<file path="src/hw/rtl/sbsm_pkg.sv">
package sbsm_pkg;

	// Request type codes
	localparam logic [1:0] REQ_CPU_RD = 2'd0;
	localparam logic [1:0] REQ_CPU_WR = 2'd1;
	localparam logic [1:0] REQ_VID_RD = 2'd2;
	localparam logic [1:0] REQ_VID_WR = 2'd3;

	// Serial write targets, address bits 14:13
	localparam logic [1:0] TGT_CONTROL = 2'd0;
	localparam logic [1:0] TGT_PRG     = 2'd3;

	// Program modes, control bits 3:2
	localparam logic [1:0] PRG_MODE_FIX_LOW  = 2'd2;
	localparam logic [1:0] PRG_MODE_FIX_HIGH = 2'd3;

	localparam int unsigned SHIFT_W = 5;
	localparam int unsigned BANK_W  = 4;
	localparam int unsigned WIDE_W  = 3;
	localparam int unsigned COUNT_W = 5;
	localparam int unsigned MAP_W   = 18;

	localparam logic [SHIFT_W-1:0] SHIFT_RESET   = 5'b10000;
	localparam logic [4:0]         CONTROL_RESET = 5'h1C;
	localparam logic [BANK_W-1:0]  HIGH_RESET    = 4'd15;
	localparam logic [COUNT_W-1:0] COUNT_RESET   = 5'd16;
	localparam logic [2:0]         LAST_BIT_IDX  = 3'd4;

	typedef struct packed {
		logic [4:0]        control;
		logic [BANK_W-1:0] low_bank;
		logic [BANK_W-1:0] high_bank;
		logic [WIDE_W-1:0] wide_bank;
	} bank_state_t;

endpackage

</file>
<file path="src/hw/rtl/sbsm_regs.sv">
module sbsm_regs (
	input  logic                          clk,
	input  logic                          arst_n,
	input  logic                          wr_en,
	input  logic [15:0]                   wr_addr,
	input  logic [7:0]                    wr_data,
	input  logic                          cfg_we,
	input  logic [sbsm_pkg::COUNT_W-1:0]  cfg_count,
	output sbsm_pkg::bank_state_t         banks
);
	import sbsm_pkg::*;

	logic [SHIFT_W-1:0] shift_bits_q;
	logic [2:0]         write_count_q;
	logic [4:0]         control_q;
	logic [BANK_W-1:0]  low_bank_q;
	logic [BANK_W-1:0]  high_bank_q;
	logic [WIDE_W-1:0]  wide_bank_q;
	logic [COUNT_W-1:0] bank_count_q;

	logic [SHIFT_W-1:0] shift_next;
	logic [COUNT_W-1:0] count_m1;
	logic               last_bit;

	assign shift_next = {wr_data[0], shift_bits_q[SHIFT_W-1:1]};
	assign last_bit   = (write_count_q == LAST_BIT_IDX);
	assign count_m1   = bank_count_q - COUNT_W'(1);

	always_ff @(posedge clk or negedge arst_n) begin
		if (!arst_n) begin
			bank_count_q <= COUNT_RESET;
		end else if (cfg_we) begin
			bank_count_q <= cfg_count;
		end
	end

	always_ff @(posedge clk or negedge arst_n) begin
		if (!arst_n) begin
			shift_bits_q  <= SHIFT_RESET;
			write_count_q <= '0;
			control_q     <= CONTROL_RESET;
			low_bank_q    <= '0;
			high_bank_q   <= HIGH_RESET;
			wide_bank_q   <= '0;
		end else if (wr_en) begin
			if (wr_data[7]) begin
				shift_bits_q  <= SHIFT_RESET;
				write_count_q <= '0;
				control_q     <= control_q | 5'h0C;
			end else if (!last_bit) begin
				shift_bits_q  <= shift_next;
				write_count_q <= write_count_q + 3'd1;
			end else begin
				// fifth bit: commit to the target, then restart
				shift_bits_q  <= SHIFT_RESET;
				write_count_q <= '0;
				case (wr_addr[14:13])
					TGT_CONTROL: begin
						control_q <= shift_next;
					end
					TGT_PRG: begin
						case (control_q[3:2])
							PRG_MODE_FIX_LOW: begin
								low_bank_q  <= '0;
								high_bank_q <= shift_next[BANK_W-1:0];
							end
							PRG_MODE_FIX_HIGH: begin
								low_bank_q  <= shift_next[BANK_W-1:0];
								high_bank_q <= count_m1[BANK_W-1:0];
							end
							default: begin
								wide_bank_q <= shift_next[WIDE_W:1];
							end
						endcase
					end
					default: begin
						// character bank targets are not kept
					end
				endcase
			end
		end
	end

	assign banks.control   = control_q;
	assign banks.low_bank  = low_bank_q;
	assign banks.high_bank = high_bank_q;
	assign banks.wide_bank = wide_bank_q;

	a_count_range: assert property (@(posedge clk) disable iff (!arst_n)
		write_count_q <= LAST_BIT_IDX)
		else $error("serial write count out of range");

	a_reset_write: assert property (@(posedge clk) disable iff (!arst_n)
		wr_en && wr_data[7] |=> control_q[3:2] == 2'b11 && write_count_q == 3'd0)
		else $error("reset write did not force program mode");

	a_empty_shift: assert property (@(posedge clk) disable iff (!arst_n)
		write_count_q == 3'd0 |-> shift_bits_q == SHIFT_RESET)
		else $error("shift register not cleared with count");

endmodule

</file>
<file path="src/hw/rtl/sbsm_xlate.sv">
module sbsm_xlate (
	input  logic [1:0]                        req_type,
	input  logic [15:0]                       addr,
	input  sbsm_pkg::bank_state_t             banks,
	output logic                              hit,
	output logic [sbsm_pkg::MAP_W-1:0]        cart_addr
);
	import sbsm_pkg::*;

	always_comb begin
		hit       = 1'b0;
		cart_addr = '0;
		case (req_type)
			REQ_CPU_RD: begin
				if (addr[15]) begin
					hit = 1'b1;
					if (banks.control[3]) begin
						// 16K mode: bit 14 splits the window
						if (!addr[14]) cart_addr = {banks.low_bank, addr[13:0]};
						else           cart_addr = {banks.high_bank, addr[13:0]};
					end else begin
						cart_addr = {banks.wide_bank, addr[14:0]};
					end
				end
			end
			REQ_CPU_WR: begin
				hit = 1'b0;
			end
			default: begin
				if (addr[15:13] == 3'd0) begin
					hit       = 1'b1;
					cart_addr = {2'b00, addr};
				end
			end
		endcase
	end

endmodule

</file>
<file path="src/hw/rtl/serial_bank_switch_mapper.sv">
// Serial bank-switch mapper, program side. Each input item is one bus access
// and yields exactly one result item (hit, cart_addr). CPU writes at or above
// 0x8000 shift data bit 0 into a five-bit serial register; the fifth write
// loads the control register (addr 14:13 = 0) or the program banks (= 3) as the
// program mode in control bits 3:2 dictates; a write with data bit 7 set clears
// the shift register and forces 16K mode with the high bank fixed. CPU reads at
// or above 0x8000 come back translated (32K or 16K windows), video accesses
// below 0x2000 pass through, everything else misses with address 0. Throughput
// is one item per clock unless out_ready holds the result register; each item
// passes the input register and then the result register, and the bank state
// is updated as an item leaves the input register so the next item already
// sees it. The result register parts the two sides: a new item is taken while
// a finished one waits for out_ready. The cfg port (prg_bank_count, 5 bits) is
// always ready and should be written only while the block is idle.
module serial_bank_switch_mapper (
	input  logic                          clk,
	input  logic                          arst_n,
	input  logic                          in_valid,
	output logic                          in_ready,
	input  logic [1:0]                    req_type,
	input  logic [15:0]                   addr,
	input  logic [7:0]                    data,
	output logic                          out_valid,
	input  logic                          out_ready,
	output logic                          hit,
	output logic [sbsm_pkg::MAP_W-1:0]    cart_addr,
	input  logic                          cfg_valid,
	output logic                          cfg_ready,
	input  logic [sbsm_pkg::COUNT_W-1:0]  cfg_data
);
	import sbsm_pkg::*;

	// input stage
	logic        valid_s1;
	logic [1:0]  req_type_s1;
	logic [15:0] addr_s1;
	logic [7:0]  data_s1;

	// result stage
	logic             out_valid_q;
	logic             hit_q;
	logic [MAP_W-1:0] mapped_q;

	logic             advance;
	logic             serial_wr;
	logic             hit_c;
	logic [MAP_W-1:0] mapped_c;
	bank_state_t      banks;

	// item moves from the input register into the result register
	assign advance   = valid_s1 && (!out_valid_q || out_ready);
	assign in_ready  = !valid_s1 || advance;
	assign cfg_ready = 1'b1;

	// of the bus accesses, only CPU writes into the upper half touch the mapper state
	assign serial_wr = advance && (req_type_s1 == REQ_CPU_WR) && addr_s1[15];

	always_ff @(posedge clk or negedge arst_n) begin
		if (!arst_n) begin
			valid_s1 <= 1'b0;
		end else if (in_ready) begin
			valid_s1 <= in_valid;
		end
	end

	always_ff @(posedge clk) begin
		if (in_valid && in_ready) begin
			req_type_s1 <= req_type;
			addr_s1     <= addr;
			data_s1     <= data;
		end
	end

	sbsm_regs u_regs (
		.clk       (clk),
		.arst_n    (arst_n),
		.wr_en     (serial_wr),
		.wr_addr   (addr_s1),
		.wr_data   (data_s1),
		.cfg_we    (cfg_valid && cfg_ready),
		.cfg_count (cfg_data),
		.banks     (banks)
	);

	sbsm_xlate u_xlate (
		.req_type  (req_type_s1),
		.addr      (addr_s1),
		.banks     (banks),
		.hit       (hit_c),
		.cart_addr (mapped_c)
	);

	always_ff @(posedge clk or negedge arst_n) begin
		if (!arst_n) begin
			out_valid_q <= 1'b0;
		end else if (advance) begin
			out_valid_q <= 1'b1;
		end else if (out_ready) begin
			out_valid_q <= 1'b0;
		end
	end

	always_ff @(posedge clk) begin
		if (advance) begin
			hit_q    <= hit_c;
			mapped_q <= mapped_c;
		end
	end

	assign out_valid = out_valid_q;
	assign hit       = hit_q;
	assign cart_addr = mapped_q;

endmodule
</file>
<file path="config.mk">
export PLATFORM = sky130hd
export DESIGN_NAME = serial_bank_switch_mapper
export DESIGN_NICKNAME = d
export VERILOG_FILES = /design/src/hw/rtl/sbsm_pkg.sv /design/src/hw/rtl/sbsm_regs.sv /design/src/hw/rtl/sbsm_xlate.sv /design/src/hw/rtl/serial_bank_switch_mapper.sv
export SDC_FILE = /design/constraint.sdc
export NUM_CORES = 1
export LEC_CHECK = 0
export ABC_AREA = 1
export BUFFER_PORTS_ARGS = -buffer_cell sky130_fd_sc_hd__buf_2
export CORE_MARGIN = 3
export CORE_UTILIZATION = 60
export DETAILED_ROUTE_END_ITERATION = 6
export PLACE_DENSITY = 0.9
export SLEW_MARGIN = 20
export SYNTH_ARGS = -nofsm -noshare
export SYNTH_HDL_FRONTEND = slang
export SYNTH_HIERARCHICAL = 1
export SYNTH_SLANG_ARGS = --single-unit
</file>
<file path="constraint.sdc">
create_clock -name clk -period 2.53 [get_ports clk]
set_input_delay 0.506 -clock clk [delete_from_list [all_inputs] [get_ports clk]]
set_output_delay 0.506 -clock clk [all_outputs]
set_load 0.1 [all_outputs]
</file>
; ---- After elaboration in Yosys (flattened, before gate mapping)
; Index checks and enable logic that the tools add are counted.
[word_totals]
ramBits = 0
latchBits = 0
mem_bits_ro = 0
reg_bits = 74
memories = 0
elab_cells = 63
input_bits = 36
[classes]
div = 0
order_cmp = 0
reduce_logical = 20
shifts = 0
addsub = 2
bitwise = 2
multipliers = 0
n_eq_ne = 5
mux = 19
[ops]
columns = operator, count
row1 = $mux 18, 3
row2 = $pmux 18 s2, 1
row3 = $mux 16, 1
row4 = $pmux 4 s2, 2
row5 = $mux 4, 3
row6 = $mux 5, 2
row7 = $reduce_and 5->1, 2
row8 = $reduce_bool 2->1, 4
row9 = $eq 2x2->1 const B, 3
row10 = $mux 3, 2
row11 = $logic_and 1x1->1, 4
row12 = $logic_not 2->1, 2
row13 = $mux 1, 4
row14 = $reduce_and 4->1, 1
row15 = $sub 4x1->4 const B, 1
row16 = $add 3x1->3 const B, 1
row17 = $eq 3x3->1 const B, 1
row18 = $logic_not 3->1, 1
row19 = $reduce_and 3->1, 1
row20 = $eq 2x1->1 const B, 1
row21 = $logic_not 1->1, 2
row22 = $logic_or 1x1->1, 2
row23 = $not 1->1, 2
row24 = $pmux 1 s2, 1
row25 = $reduce_or 2->1, 1

; ---- Depth between registers and ports, before layout
[logic_depth]
depth_word = 6
depth_mapped = 10

; ---- Modules after synthesis
; Netlist, hierarchy kept.
[modules_own_cells]
columns = mod, instances, cells_per_inst, area_each_um2, seq_area_each_um2
row1 = serial_bank_switch_mapper, 1, 62, 1476.4, 1401.3
row2 = sbsm_regs, 1, 137, 1227.4, 685.7
row3 = sbsm_xlate, 1, 88, 461.7, 0.0

; ---- Worst setup path before layout
; OpenSTA, ideal clock, no wires.
[synth_path]
path_type = flip-flop to flip-flop
from = register out_valid_q (netlist: out_valid)
to = register addr_s1[0], enable pin
arrival_time_ps = 2127
stages_incl_launch_ff = 4
required_time_ps = 2162
synth_period_minus_slack_ps = 2495
path_buffers = 0
setup_slack_ps = 35
setup_ps = 368
cell_sequence = dfrtp_1 > nand3_2 > nand2_1 > inv_1
[synth_via]
elab_chain_cells = 5
[synth_lines]
columns = item, line
row1 = from (decl), serial_bank_switch_mapper.sv:40  ; logic out_valid_q;
row2 = from (signal assigned), serial_bank_switch_mapper.sv:95  ; out_valid_q <= 1'b0;
row3 = from (signal assigned), serial_bank_switch_mapper.sv:97  ; out_valid_q <= 1'b1;
row4 = from (signal assigned), serial_bank_switch_mapper.sv:99  ; out_valid_q <= 1'b0;
row5 = $logic_not 1->1, serial_bank_switch_mapper.sv:51  ; assign advance = valid_s1 && (!out_valid_q || out_ready);
row6 = $logic_or 1x1->1, serial_bank_switch_mapper.sv:51
row7 = $logic_and 1x1->1, serial_bank_switch_mapper.sv:51
row8 = $logic_or 1x1->1, serial_bank_switch_mapper.sv:52  ; assign in_ready = !valid_s1 || advance;
row9 = named net in_ready, serial_bank_switch_mapper.sv:19  ; output logic in_ready,
row10 = $logic_and 1x1->1, serial_bank_switch_mapper.sv:67  ; if (in_valid && in_ready) begin
row11 = to (signal assigned), serial_bank_switch_mapper.sv:69  ; addr_s1 <= addr;
row12 = to (decl), serial_bank_switch_mapper.sv:36  ; logic [15:0] addr_s1;
; The timed path passes the listed nets, and every way through them passes these cells.
; A chain may end at the register's enable or synchronous reset.

; ---- Final worst setup path
[layout_path]
from = register req_type_s1[1]
to = register u_regs.high_bank_q[2]
[layout_via]
elab_chain_cells = 4
[layout_lines]
columns = item, line
row1 = from (decl), serial_bank_switch_mapper.sv:35  ; logic [1:0] req_type_s1;
row2 = from (signal assigned), serial_bank_switch_mapper.sv:68  ; req_type_s1 <= req_type;
row3 = $eq 2x1->1, serial_bank_switch_mapper.sv:56  ; assign serial_wr = advance && (req_type_s1 == REQ_CPU_WR) && addr_s1[15];
row4 = $logic_and 1x1->1 (2 in a row), serial_bank_switch_mapper.sv:56
row5 = named net serial_wr, serial_bank_switch_mapper.sv:45  ; logic serial_wr;
row6 = $reduce_and 5->1 (no line), n/a
row7 = to (signal assigned), sbsm_regs.sv:65  ; high_bank_q <= shift_next[BANK_W-1:0];
row8 = to (signal assigned), sbsm_regs.sv:69  ; high_bank_q <= count_m1[BANK_W-1:0];
row9 = to (decl), sbsm_regs.sv:17  ; logic [BANK_W-1:0] high_bank_q;
; The timed path passes the listed nets, and every way through them passes these cells.

==> impl_metrics.csv <==
group,metric,value,unit
logic_synthesis,syn_avg_cell_area,10.6,sq um
timing,skew,0.00856,ns
setup_path,ff2ff_setup_slack,0.67,ns
cts,cts_tree,"yes",
logic_synthesis,yosys_warnings,6,
power,p_clk_frac,0.289,
timing,fin_setup_tns,0,ns
floorplanning,ios,58,
setup_path,ff2ff_path_depth,10,
global_route,overflow,0,
global_route,grt_util_met3,0.0828,
timing,worst_pin_slew,0.780,ns
worst_hold_path,hp-class,"primary input to asynchronous set/reset pin",
setup_path,critPathMaxStageDelay,0.36,ns
logic_synthesis,syn-num-nets,310,
setup_path,worstSetupStartpointType,"flop",
power,p_int,0.00169,W
detailed_routing,drt_iter0_markers,194,
global_route,use_met1,0.235,
setup_path,path_class,"flop to flop",
placed_design,dp.cells,365,
floorplanning,core_area,4500,sq um
power,switching_share,0.334,
run,maxCapViolCount,0,
global_route,grt_use_met2,0.333,
timing,slew_headroom,0.480,
cts,post-cts-setup-buffer-count,0,
power,p_switching,0.000848,W
setup_path,required,2.81,ns
timing,period_share,0.735,
cts,clockBufferDepth,2,
floorplanning,chipWidth,75.3,microns
cells_and_area,final_common_cell,"nand2_1",
setup_path,worst_path_dominant_cell_family,"simple AND/OR/NAND/NOR gates",
timing,drv_slew,0,
timing,timing.fmax,538,MHz
setup_path,cp_num_buf_inv,4,
placed_design,portBuffers,49,
cts,cts_sinks,65,
timing,grt_setup_unrepaired,"no",
detailed_routing,num_vias,2095,
cts,worstSkewPairLatency,0.34,ns
cts,root_buffer,"clkbuf_8",
cts,cts_resized,0,
timing,period_minus_slack,1.86,ns
setup_path,cp_slowest_cell,"edfxtp_1",
cells_and_area,fin_nets,363,
setup_path,cp_max_fo,16,
cells_and_area,syn2layout_area_growth,13.8,%
power,vdd_drop_max,432,uV
setup_path,arrival,2.14,ns
global_route,busiest_layer,"met2",
setup_path,path_cells,"buf_4, inv_1, nand3_1, nor2_2, inv_2, nor2_4, nand2_2, inv_1, nand3_1, nand2_1",
setup_path,r2r_end,"u_regs/high_bank_q[2]",
logic_synthesis,syn_area,2880,sq um
cells_and_area,drive_above_1_share,0.274,
logic_synthesis,netlist_instances,271,
global_route,antenna_found_initial,0,
detailed_routing,vias_per_cell,5.50,
power,p_seq_frac,0.513,
global_route,grt_first_pass_wirelength,8450,microns
status,status,"finished, final reports clean",
detailed_routing,routedWlPerCell,14.0,microns
cells_and_area,antenna_cells,0,
timing,setup_violations,0,
detailed_routing,drc,0,
global_route,grt_max_degree,27,
power,p_leak,1.55,nW
detailed_routing,ant_nets,0,
global_route,track_usage,0.206,
timing,hold_viol_final,0,
floorplanning,die_h,75.3,microns
cells_and_area,instances_no_fill,381,
floorplanning,die_area,5670,sq um
power,power.share.combinational,0.198,
power,power,0.00254,W
placed_design,hpwl,3770,microns
cts,cts_hold_buffers,0,
floorplanning,start_util,0.639,
floorplanning,fp-row-count,24,
placed_design,routabilityCongestion,0.799,
global_route,grt_pass1_vias,1969,
detailed_routing,drtPass1Iterations,5,
setup_path,r2r_start,"req_type_s1[1]",
cts,ctsHtreeMaxLevel,3,
cells_and_area,layout_common_cells,"nand2_1 (74), buf_2 (49), edfxtp_1 (39)",
power,p_per_area,775,nW/um^2
setup_path,endpoint_kind,"flop",
cts,cts_made_buffers,9,
detailed_routing,wl,5340,microns
cts,clkTransAtPathRegs,0.07,ns
[cell type report]
| cell class | instances | area [sq um] |
|---|---|---|
| Fill cell | 301 | 1230 |
| Clock buffer | 10 | 128 |
| Inverter | 31 | 116 |
| Tap cell | 52 | 65.1 |
| Timing Repair Buffer | 51 | 260 |
| Sequential cell | 65 | 1830 |
| Clock inverter | 6 | 35.0 |
| Multi-Input combinational cell | 166 | 841 |
[through the flow]
stage | cell area (sq um) | hold slack [ns] | setup WS [ns] | util
final | 3280 | 0.151 | 0.671 | 0.727
after global routing | 3280 | 0.168 | 0.466 | 0.727
after floorplan | 2880 | 0.210 | 0.131 | -
after detailed placement | 3110 | 0.461 | 0.698 | 0.691
after global placement | 3110 | 0.453 | 0.745 | 0.691
after CTS | 3280 | 0.156 | 0.701 | 0.727
[sequential cells by signal (all words and copies together), names as in the netlist, 3 cells and up]
name and flops:
addr_s1 16, cart_addr 18, u_regs/bank_count_q 4, u_regs/high_bank_q 4, u_regs/low_bank_q 4, u_regs/shift_bits_q 4
u_regs/wide_bank_q 3, u_regs/write_count_q 3
[per-layer routing]
| layer | share of wire | wire (microns) |
|---|---|---|
| met1 | 0.38 | 2020 |
| met4 | 0.027 | 144 |
| met2 | 0.51 | 2740 |
| met5 | 0 | 0 |
| met3 | 0.081 | 432 |
[how the worst max path moves through the flow]
| stage | from | end | slack (ns) | cells past startpoint |
|---|---|---|---|---|
| 6_report | req_type_s1[1] | u_regs/high_bank_q[2] | 0.67 | 10 |
| 5_1_grt | req_type_s1[1] | u_regs/high_bank_q[2] | 0.47 | 10 |
| 4_1_cts | req_type_s1[1] | u_regs/high_bank_q[2] | 0.70 | 10 |
| 3_5_place_dp | out_ready | u_regs/high_bank_q[2] | 0.70 | 11 |
| 3_3_place_gp | out_ready | u_regs/high_bank_q[2] | 0.74 | 11 |
| 2_1_floorplan | out_valid | addr_s1[0] | 0.13 | 3 |
[power by group through the flow]
stage / Combinational, W / Sequential [W] / Clock (W)
6_report: 0.000503 / 0.00130 / 0.000734
5_1_grt: 0.000545 / 0.00132 / 0.000788
4_1_cts: 0.000504 / 0.00130 / 0.000755
3_5_place_dp: 0.000501 / 0.00132 / 0
3_3_place_gp: 0.000488 / 0.00132 / 0
2_1_floorplan: 0.000192 / 0.00153 / 0
Power figures use the tool's default switching activity.
